File: config.mk
export PLATFORM = sky130hd
export DESIGN_NAME = pixel_readout_word_decoder_top
export DESIGN_NICKNAME = d
export VERILOG_FILES = /design/src/rtl/prwd_pkg.sv /design/src/rtl/pixel_readout_word_decoder_top.sv /design/src/rtl/prwd_decode.sv /design/src/rtl/prwd_emit.sv
export SDC_FILE = /design/constraint.sdc
export NUM_CORES = 1
export LEC_CHECK = 0
export BUFFER_PORTS_ARGS = -buffer_cell sky130_fd_sc_hd__buf_2
export CAP_MARGIN = 40
export CORE_MARGIN = 3
export CORE_UTILIZATION = 50
export DETAILED_ROUTE_END_ITERATION = 16
export GPL_TIMING_DRIVEN = 0
export PLACE_DENSITY = 0.76
export SLEW_MARGIN = 5
export SYNTH_ARGS = -nofsm -noshare
export SYNTH_HDL_FRONTEND = slang
export SYNTH_HIERARCHICAL = 1
export SYNTH_SLANG_ARGS = --single-unit
File: constraint.sdc
create_clock -name clk -period 3 [get_ports clk]
set_input_delay 0.3 -clock clk [delete_from_list [all_inputs] [get_ports clk]]
set_output_delay 0.3 -clock clk [all_outputs]
set_load 0.01 [all_outputs]
File: src/rtl/prwd_pkg.sv
`default_nettype none

package prwd_pkg;

    localparam int WORD_W  = 32;
    localparam int CHAN_W  = 6;
    localparam int CHIP_W  = 2;
    localparam int COL_W   = 6;
    localparam int ROW_W   = 7;
    localparam int PH_W    = 8;
    localparam int CODE_W  = 3;
    localparam int INFO_W  = 8;
    localparam int SLOTS   = 5;
    localparam int SLOT_W  = 3;
    localparam int OUT_W   = CHAN_W + CHIP_W + COL_W + ROW_W + PH_W + CODE_W + INFO_W;

    localparam logic [CODE_W-1:0] ERR_UNKNOWN   = 3'd0;
    localparam logic [CODE_W-1:0] ERR_NEAR_FULL = 3'd1;
    localparam logic [CODE_W-1:0] ERR_TIMEOUT   = 3'd2;
    localparam logic [CODE_W-1:0] ERR_TRAILER   = 3'd3;
    localparam logic [CODE_W-1:0] ERR_TOKEN_MGR = 3'd4;
    localparam logic [CODE_W-1:0] ERR_DESYNC    = 3'd5;

    localparam logic [4:0] CHIP_GAP       = 5'd26;
    localparam logic [4:0] CHIP_DUMMY     = 5'd27;
    localparam logic [4:0] CHIP_NEAR_FULL = 5'd28;
    localparam logic [4:0] CHIP_TIMEOUT   = 5'd29;
    localparam logic [4:0] CHIP_TRAILER   = 5'd30;
    localparam logic [4:0] CHIP_DESYNC    = 5'd31;
    localparam logic [4:0] CHIP_HIT_MAX   = 5'd25;

    localparam logic [7:0] TIMEOUT_TAG = 8'h3a;
    localparam logic [ROW_W-1:0] ROW_CENTER = 7'd80;

    typedef enum logic [1:0] {
        CLS_HIT     = 2'd0,
        CLS_ERROR   = 2'd1,
        CLS_TIMEOUT = 2'd2,
        CLS_TRAILER = 2'd3
    } word_class_t;

    // Fields the emitter needs to form the records of one word (the record mask is passed beside it)
    typedef struct packed {
        word_class_t       cls;
        logic [CHAN_W-1:0] chan;
        logic [CHIP_W-1:0] chip;
        logic [COL_W-1:0]  column;
        logic [ROW_W-1:0]  row;
        logic [PH_W-1:0]   pulse_height;
        logic [CODE_W-1:0] error_code;
        logic [INFO_W-1:0] error_info;
        logic [INFO_W-1:0] error_info_alt;
    } decoded_t;

    typedef struct packed {
        logic [INFO_W-1:0] error_info;
        logic [CODE_W-1:0] error_code;
        logic [PH_W-1:0]   pulse_height;
        logic [ROW_W-1:0]  row;
        logic [COL_W-1:0]  column;
        logic [CHIP_W-1:0] chip;
        logic [CHAN_W-1:0] channel;
    } record_t;

    function automatic logic [CHAN_W-1:0] group_offset(input logic [2:0] grp);
        logic [CHAN_W-1:0] ofs;
        case (grp)
            3'd0:    ofs = 6'd0;
            3'd1:    ofs = 6'd4;
            3'd2:    ofs = 6'd9;
            3'd3:    ofs = 6'd13;
            3'd4:    ofs = 6'd18;
            3'd5:    ofs = 6'd22;
            3'd6:    ofs = 6'd27;
            3'd7:    ofs = 6'd31;
            default: ofs = 6'd0;
        endcase
        return ofs;
    endfunction

endpackage

`default_nettype wire

File: src/rtl/pixel_readout_word_decoder_top.sv
// Channel | Dir | Signals                              | Contents
// s_*     | in  | s_tvalid s_tready s_tdata[31:0]      | readout word
// m_*     | out | m_tvalid m_tready m_tdata[39:0]      | hit or error record
//         |     | m_tuser m_tlast                      | kind, last of word
// A word is decoded into a hold register; one record per cycle moves to the
// output register while the output is not stalled. A word with several
// records (up to five for timeout, two for trailer) holds off the input
// until its last record moves to the output register.
// Reset clears the pending mask and output valid; the output register keeps
// its request while m_tready is low, and the input stalls behind it once a word is pending.
`default_nettype none

module pixel_readout_word_decoder_top
(
    input  wire logic        clk,
    input  wire logic        rst_n,
    input  wire logic        s_tvalid,
    output logic             s_tready,
    input  wire logic [31:0] s_tdata,   // readout_word
    output logic             m_tvalid,
    input  wire logic        m_tready,
    // channel, chip, column, row, pulse_height, error_code, error_info
    output logic [39:0]      m_tdata,
    output logic             m_tuser,   // result_kind
    output logic             m_tlast    // last
);
    import prwd_pkg::*;

    decoded_t         dec;
    logic [SLOTS-1:0] mask;
    logic             take;
    record_t          rec;

    prwd_decode u_decode
    (
        .word (s_tdata),
        .dec  (dec),
        .mask (mask)
    );

    prwd_emit u_emit
    (
        .clk       (clk),
        .rst_n     (rst_n),
        .load      (s_tvalid && take),
        .dec       (dec),
        .mask      (mask),
        .take      (take),
        .out_ready (m_tready),
        .out_valid (m_tvalid),
        .out_rec   (rec),
        .out_kind  (m_tuser),
        .out_last  (m_tlast)
    );

    assign s_tready = take;
    assign m_tdata  = rec;

endmodule

`default_nettype wire

File: src/rtl/prwd_decode.sv
`default_nettype none

module prwd_decode
(
    input  wire logic [prwd_pkg::WORD_W-1:0] word,
    output prwd_pkg::decoded_t               dec,
    output logic [prwd_pkg::SLOTS-1:0]       mask
);
    import prwd_pkg::*;

    logic [5:0]       w_chan;
    logic [4:0]       w_chip;
    logic [4:0]       w_dcol;
    logic [7:0]       w_code;
    logic [ROW_W-1:0] half;

    assign w_chan = word[31:26];
    assign w_chip = word[25:21];
    assign w_dcol = word[20:16];
    assign w_code = word[15:8];
    assign half   = w_code[7:1];

    always_comb
    begin
        dec                = '0;
        dec.cls            = CLS_HIT;
        mask               = '0;
        if (word[27:0] == 28'd0)
        begin
            mask = '0;
        end
        else if (w_chip > CHIP_HIT_MAX)
        begin
            dec.cls  = CLS_ERROR;
            dec.chan = w_chan;
            if (word == 32'hffff_ffff)
            begin
                dec.chan       = '0;
                dec.error_code = ERR_UNKNOWN;
                mask           = 5'b00001;
            end
            else
            begin
                case (w_chip)
                    CHIP_NEAR_FULL:
                    begin
                        dec.chan       = '0;
                        dec.error_code = ERR_NEAR_FULL;
                        dec.error_info = word[7:0];
                        mask           = 5'b00001;
                    end
                    CHIP_TIMEOUT:
                    begin
                        dec.cls        = CLS_TIMEOUT;
                        dec.chan       = group_offset(word[10:8]);
                        dec.error_code = ERR_TIMEOUT;
                        dec.error_info = word[18:11];
                        if (word[27:20] == TIMEOUT_TAG)
                            mask = word[4:0];
                    end
                    CHIP_TRAILER:
                    begin
                        dec.cls            = CLS_TRAILER;
                        dec.error_code     = ERR_TRAILER;
                        dec.error_info     = {4'd0, word[11:8]};
                        dec.error_info_alt = word[7:0];
                        mask               = {3'd0, |word[7:0], |word[11:8]};
                    end
                    CHIP_DESYNC:
                    begin
                        dec.error_code = ERR_DESYNC;
                        dec.error_info = word[7:0];
                        mask           = 5'b00001;
                    end
                    default:
                        mask = '0;   // gap and dummy words
                endcase
            end
        end
        else if ((w_chan inside {[6'd1:6'd36]}) && (w_chip inside {[5'd1:5'd3]}))
        begin
            dec.chan         = w_chan;
            dec.chip         = CHIP_W'(w_chip - 5'd1);
            dec.column       = {w_dcol, w_code[0]};
            // codes 160 and 161 land on the center and give row zero
            dec.row          = (half >= ROW_CENTER) ? (half - ROW_CENTER) : (ROW_CENTER - half);
            dec.pulse_height = word[7:0];
            mask             = 5'b00001;
        end
    end

endmodule

`default_nettype wire

File: src/rtl/prwd_emit.sv
`default_nettype none

module prwd_emit
(
    input  wire logic                         clk,
    input  wire logic                         rst_n,
    input  wire logic                         load,
    input  wire prwd_pkg::decoded_t           dec,
    input  wire logic [prwd_pkg::SLOTS-1:0]   mask,
    output logic                              take,
    input  wire logic                         out_ready,
    output logic                              out_valid,
    output prwd_pkg::record_t                 out_rec,
    output logic                              out_kind,
    output logic                              out_last
);
    import prwd_pkg::*;

    decoded_t           hold_reg;
    logic [SLOTS-1:0]   pend_reg;
    logic [SLOTS-1:0]   pend_next;
    logic [SLOTS-1:0]   rest;
    logic [SLOT_W-1:0]  idx;
    logic               has_pend;
    logic               out_adv;
    logic               out_valid_reg;
    logic               out_valid_next;
    record_t            rec_reg;
    record_t            rec_next;
    logic               kind_reg;
    logic               last_reg;

    assign has_pend = |pend_reg;
    assign rest     = pend_reg & (pend_reg - 5'd1);
    assign out_adv  = !out_valid_reg || out_ready;
    assign take     = !has_pend || (out_adv && (rest == '0));

    always_comb
    begin
        idx = '0;
        for (int i = SLOTS - 1; i >= 0; i--)
        begin
            if (pend_reg[i])
                idx = SLOT_W'(i);
        end
    end

    always_comb
    begin
        rec_next              = '0;
        rec_next.channel      = hold_reg.chan;
        rec_next.chip         = hold_reg.chip;
        rec_next.column       = hold_reg.column;
        rec_next.row          = hold_reg.row;
        rec_next.pulse_height = hold_reg.pulse_height;
        rec_next.error_code   = hold_reg.error_code;
        rec_next.error_info   = hold_reg.error_info;
        case (hold_reg.cls)
            CLS_TIMEOUT:
                rec_next.channel = hold_reg.chan + CHAN_W'(idx) + 6'd1;
            CLS_TRAILER:
            begin
                if (idx != '0)
                begin
                    rec_next.error_code = ERR_TOKEN_MGR;
                    rec_next.error_info = hold_reg.error_info_alt;
                end
            end
            default:
                rec_next = rec_next;
        endcase
    end

    always_comb
    begin
        pend_next      = pend_reg;
        out_valid_next = out_valid_reg;
        if (out_adv)
            out_valid_next = has_pend;
        if (load)
            pend_next = mask;
        else if (out_adv && has_pend)
            pend_next = rest;
    end

    always_ff @(posedge clk or negedge rst_n)
    begin
        if (!rst_n)
        begin
            pend_reg      <= '0;
            out_valid_reg <= 1'b0;
        end
        else
        begin
            pend_reg      <= pend_next;
            out_valid_reg <= out_valid_next;
        end
    end

    always_ff @(posedge clk)
    begin
        if (load)
            hold_reg <= dec;
        if (out_adv && has_pend)
        begin
            rec_reg  <= rec_next;
            kind_reg <= (hold_reg.cls != CLS_HIT);
            last_reg <= (rest == '0);
        end
    end

    assign out_valid = out_valid_reg;
    assign out_rec   = rec_reg;
    assign out_kind  = kind_reg;
    assign out_last  = last_reg;

endmodule

`default_nettype wire

---- Word-level counts from Yosys, hierarchy flattened ----
Memory sizes are Yosys's and may differ from the RTL's.
Cells that the tools add are included.
storage, ports and cells
  flip-flop bits (word level) ............. 98
  ROM bits ................................ 40
  bits of input ports ..................... 36
  logic and storage cells ................. 93
  memories ................................ 1
memories
  memory            words  width  read ports  clocked after Yosys merged registers in  wr ports  RTL line        RTL
  (name not given)  8      5      1           0                                        0         prwd_pkg.sv:67  case (grp)
operators by class
  add/sub/neg operators ................... 6
  $lt $le $gt $ge ......................... 6
  equality and inequality tests ........... 8
  muxes and demuxes ....................... 24
  bitwise gates (word level) .............. 4
  reduce and logical (&&, ||, !) cells .... 23
operators by type and width
  operator                number
  $pmux W11 S4            1
  $eq A32 B32 Y1 const B  1
  $mux W5                 6
  $mux W29                1
  $logic_not A28 Y1       1
  $mux W11                2
  $eq A5 B5 Y1 const B    4
  $mux W6                 3
  $mux W3                 5
  $pmux W5 S3             1
  $pmux W6 S2             1
  $eq A8 B6 Y1 const B    1
  $reduce_or A4 Y1        2
  $reduce_or A8 Y1        1
  $ge A7 B7 Y1 const B    1
  $mux W7                 1
  $sub A7 B7 Y7 const A   1
  $sub A7 B7 Y7 const B   1
  $add A6 B1 Y6 const B   1
  $add A6 B3 Y6           1
  $ge A6 B1 Y1 const B    1
  $le A6 B6 Y1 const B    1
  $logic_and A1 B1 Y1     6
  $reduce_or A3 Y1        2
  17 further kinds        25

---- Depth between registers and ports, before layout ----
  depth after elaboration ................. 8
  depth in mapped cells ................... 9

---- Modules after synthesis ----
The synthesis kept the hierarchy.
by module, submodules not included
  module                          times used  cells an instance  area each (um2)  sequential area each (um2)
  prwd_emit                       1           180                3,494.6          2,912.8
  prwd_decode                     1           181                1,207.4          0.0
  pixel_readout_word_decoder_top  1           1                  6.3              0.0

---- Worst setup path after synthesis ----
Ideal clock, no wire load.
  path type ............................... reg2reg
  start ................................... register u_emit.pend_reg[2]
  end ..................................... register u_emit.pend_reg[0]
  data arrival time ....................... 2.977 ns
  data required time ...................... 2.865 ns
  setup slack ............................. -0.112 ns
  stages on the path, launching flop included .. 8
  buffers on the path ..................... 2
  period minus slack after synthesis ...... 3.112 ns
  cell sequence ........................... dfrtp_1 clkbuf_1 a211oi_1 a21oi_1 o31ai_1 and2_1 clkbuf_1 o21ai_0
between the ends
  cells in the longest elaborated chain, start to end .. 7
  elaborated cells between the ends (all ways) .. 11
RTL lines
  what                                                  RTL line                              RTL
  from (decl)                                           prwd_emit.sv:20                       logic [SLOTS-1:0] pend_reg;
  from (signal assigned)                                prwd_emit.sv:95                       pend_reg <= pend_next;
  $sub A5 B1 Y5                                         prwd_emit.sv:34                       assign rest = pend_reg & (pend_reg - 5'd1);
  $and A5 B5 Y5                                         prwd_emit.sv:34
  $logic_not A5 Y1                                      prwd_emit.sv:36                       assign take = !has_pend || (out_adv && (rest == '0));
  $logic_and A1 B1 Y1                                   prwd_emit.sv:36
  $logic_or A1 B1 Y1 *                                  prwd_emit.sv:36
  via s_tready                                          pixel_readout_word_decoder_top.sv:18  output logic s_tready,
  $logic_and A1 B1 Y1 *                                 pixel_readout_word_decoder_top.sv:45  .load (s_tvalid && take),
  $mux W5 / $reduce_bool A2 Y1 (equally long branches)  n/a
The timed path passes the listed nets; every way through them passes the cells marked *.
A chain may end at the register's enable or synchronous reset.

==> results.ini <==
[setup_path]
worst-endpoint-arrival_ns = 2.37
critical_path_required_ns = 3.11
worstSetupEndpointType = flip-flop
crit_path_max_fanout = 10
startpoint_type = flip-flop
crit_type = flip-flop to flip-flop

[die]
initial_core_utilization_pct = 52.7
die-area_um2 = 10600
floorplan_core_area_um2 = 8930
io-pin-count = 80
rows = 34
die_y_um = 103
die_width_um = 103

[logic_synthesis]
synth_top_flop_cell = sky130_fd_sc_hd__edfxtp_1
yosys_warnings = 6
yosys.area.top_type = sky130_fd_sc_hd__edfxtp_1
yosys.cell_count.top_type = sky130_fd_sc_hd__edfxtp_1
synth_cell_type_count = 61
postSynthCellCount = 362
seq_area_frac_synth_pct = 61.9
yosys_register_bits = 98
ys_async_sr_fraction_pct = 6.12
netlist_top_cells_count = 92 x sky130_fd_sc_hd__edfxtp_1, 31 x sky130_fd_sc_hd__nor3_1, 26 x sky130_fd_sc_hd__nand2_1, 15 x sky130_fd_sc_hd__nor3b_1, 15 x sky130_fd_sc_hd__o21ai_0
synth_edf_count = 92
synth.top_cells.by_area = sky130_fd_sc_hd__edfxtp_1 59%, sky130_fd_sc_hd__nor3_1 3.3%, sky130_fd_sc_hd__dfrtp_1 3.2%
yosys.area.top_type_share_pct = 58.7
syn-mean-instance-area_um2 = 13.0
synth_area_um2 = 4710
postSynthNetCount = 410

[placed_design]
dp_wirelength_um = 7430
gpl.final_weighted_congestion = 0.925
placedInstanceArea_um2 = 5270
placement.io_buffers = 75

[timing]
worst_clock_skew_ns = 0.0121
layout_min_cycle_time_ns = 2.27
maxClockFrequency_mhz = 441
rsz0062_at_grt = false
final_setup_violation_count = 0
fin_tns_setup_ns = 0
tightestPinTransition_ns = 0.729
post-route-period-util_pct = 75.6
relSlewSlack_pct = 51.2
hold_viol = 0
slew_violations = 0

[cells_and_area]
n_antenna_cell = 0
n_fill_cell = 711
layout-drive-gt1-share_pct = 28.1
area_growth_syn_to_layout_pct = 16.1
largest_reg_flops = 50
fin_util_pct = 61.2
final_net_count = 499
final_cell_area_um2 = 5470

[clocking]
tritoncts_num_sinks = 98
cts-resized-gates = 0
clk_pin_slew_worst_paths_ns = 0.09
clock_insertion_delay_at_the_later_pin_of_the_skew_report_ns = 0.35
cts-htree-levels = 3
cts_buffer_depth = 2
root_buffer = sky130_fd_sc_hd__clkbuf_8
tritoncts = built
number_of_buffers_added_by_the_clock_tree_synthesis_step = 9
postCtsSetupBuffers = 0

[drt]
detail_route.wl_per_cell_um = 18.1
detailedRoute.firstIterationViolations = 423
route.antenna.remaining_nets = 0
detailroute.via_count = 3347
via_per_inst = 5.93
firstDrtPassIters = 8
detail_route.drc_violations = 0
finalWirelength_um = 10200

[grt]
grt_pass1_wl_um = 16000
grt_overflow = 0
grt_max_degree = 42
groute.usage.overall_pct = 19.9
grt_antenna_before_repair = 0
first_global_vias = 3105

[min_path]
hold_class = input port to async pin

[power_and_ir_drop]
power-per-cell-area_nw_per_um2 = 481
leak_nw = 2.07
vdd.ir_drop.worst_uv = 286

[job]
max_cap_viol_count = 0

[run_status]
run_status = completed

-- what timing repair did --
action,in CTS,in global routing
hold buffers,1,0
endpoints found under the setup margin,0,0
hold endpoints to repair,6,0
-- final timing paths --
check / cells after the start / end / startpoint / slack, ns
max: 8 / u_emit/out_rec[5]$_DFFE_PP_ / u_emit/pend_reg[2]$_DFFE_PN0P_ / 0.73
min: 2 / u_emit/pend_reg[4]$_DFFE_PN0P_ / rst_n / 0.29
max reg2reg: 8 / u_emit/out_rec[5]$_DFFE_PP_ / u_emit/pend_reg[2]$_DFFE_PN0P_ / 0.73
min reg2reg: 0 / u_emit/out_rec[27]$_DFFE_PP_ / u_emit/hold_reg[25]$_DFFE_PP_ / 0.42
max in group asynchronous: 2 / u_emit/pend_reg[0]$_DFFE_PN0P_ / rst_n / 2.57
min in group clk: 4 / u_emit/out_valid$_DFFE_PN0P_ / m_tready / 0.33
-- logic make-up (layout without fill, tap and decap cells) --
kind of cell / Yosys count / in the layout / synth area share, %
mux: 9 / 9 / 2.68
compound gates: 59 / 59 / 9.62
fa+ha+maj: 13 / 13 / 3.56
buf+inv: 38 / 132 / 4.17
flops: 98 / 98 / 61.9
xor+xnor: 7 / 7 / 1.30
simple gates: 138 / 138 / 16.8
-- placed cells by master (no fill, tap or decap), types with 2 or more instances in the layout --
cell type	n
sky130_fd_sc_hd__edfxtp_1	92
sky130_fd_sc_hd__buf_2	85
sky130_fd_sc_hd__nor3_1	31
sky130_fd_sc_hd__nand2_1	26
sky130_fd_sc_hd__o21ai_0	15
sky130_fd_sc_hd__nor3b_1	15
sky130_fd_sc_hd__inv_1	13
sky130_fd_sc_hd__nor2_1	13
sky130_fd_sc_hd__nor4_1	12
sky130_fd_sc_hd__ha_1	11
sky130_fd_sc_hd__clkbuf_1	10
sky130_fd_sc_hd__a22oi_1	10
sky130_fd_sc_hd__clkbuf_8	9
sky130_fd_sc_hd__nand4_1	9
sky130_fd_sc_hd__mux2_4	7
sky130_fd_sc_hd__dfrtp_1	6
sky130_fd_sc_hd__buf_6	5
sky130_fd_sc_hd__a21oi_1	5
sky130_fd_sc_hd__nand3_1	4
sky130_fd_sc_hd__xnor2_1	4
sky130_fd_sc_hd__a222oi_1	4
sky130_fd_sc_hd__and3_1	3
sky130_fd_sc_hd__and2_1	3
sky130_fd_sc_hd__a211oi_1	3
sky130_fd_sc_hd__xor2_1	3
sky130_fd_sc_hd__clkinv_2	2
sky130_fd_sc_hd__and4_1	2
sky130_fd_sc_hd__o311a_1	2
sky130_fd_sc_hd__o211ai_1	2
sky130_fd_sc_hd__or3_1	2
sky130_fd_sc_hd__o41ai_1	2
sky130_fd_sc_hd__o21a_1	2
sky130_fd_sc_hd__nor2b_1	2
sky130_fd_sc_hd__nand2b_1	2
sky130_fd_sc_hd__or2_2	2
sky130_fd_sc_hd__and2b_1	2
sky130_fd_sc_hd__o31ai_1	2
sky130_fd_sc_hd__buf_12	2
-- power breakdown --
| part | leakage, nW | switching, mW | internal, mW |
|---|---|---|---|
| Combinational | 0.990 | 0.158 | 0.0966 |
| Clock | 0.0951 | 0.421 | 0.384 |
| Sequential | 0.984 | 0.0161 | 1.55 |
| Total | 2.07 | 0.595 | 2.03 |
-- metal layers --
metal	track usage, %	wire length, µm	vias to the layer above
li1	-	-	1577
met1	27.6	4430	1584
met2	31.5	4790	167
met3	4.40	781	19
met4	6.27	210	0
met5	0	0	-
-- area by class of cell --
cell class | count | area, µm² | area share [%]
Timing Repair Buffer | 78 | 425 | 7.78
Multi-Input combinational cell | 226 | 1610 | 29.5
Clock buffer | 11 | 131 | 2.40
Sequential cell | 98 | 2910 | 53.3
Clock inverter | 5 | 52.6 | 0.962
Tap cell | 108 | 135 | 2.47
Buffer | 25 | 148 | 2.70
Inverter | 13 | 48.8 | 0.893
-- stage by stage --
stage,instances,setup slack [ns],hold slack (ns),power [mW]
after floorplan,362,0.394,0.00441,1.74
after global placement,545,0.251,0.126,1.84
after detailed placement,547,0.630,0.132,1.85
after CTS,564,0.734,0.275,2.65
after global routing,564,0.521,0.285,2.73
final,564,0.731,0.291,2.63
-- critical path: stages (launching register included) --
cell and delay, ns:
sky130_fd_sc_hd__dfrtp_1 0.41, sky130_fd_sc_hd__clkbuf_1 0.23, sky130_fd_sc_hd__o21ai_0 0.41, sky130_fd_sc_hd__inv_1 0.10, sky130_fd_sc_hd__ha_1 0.29, sky130_fd_sc_hd__nand3b_1 0.09
sky130_fd_sc_hd__a21oi_1 0.22, sky130_fd_sc_hd__nand3_1 0.13, sky130_fd_sc_hd__xnor2_1 0.14
Power figures use the tool's default switching activity.
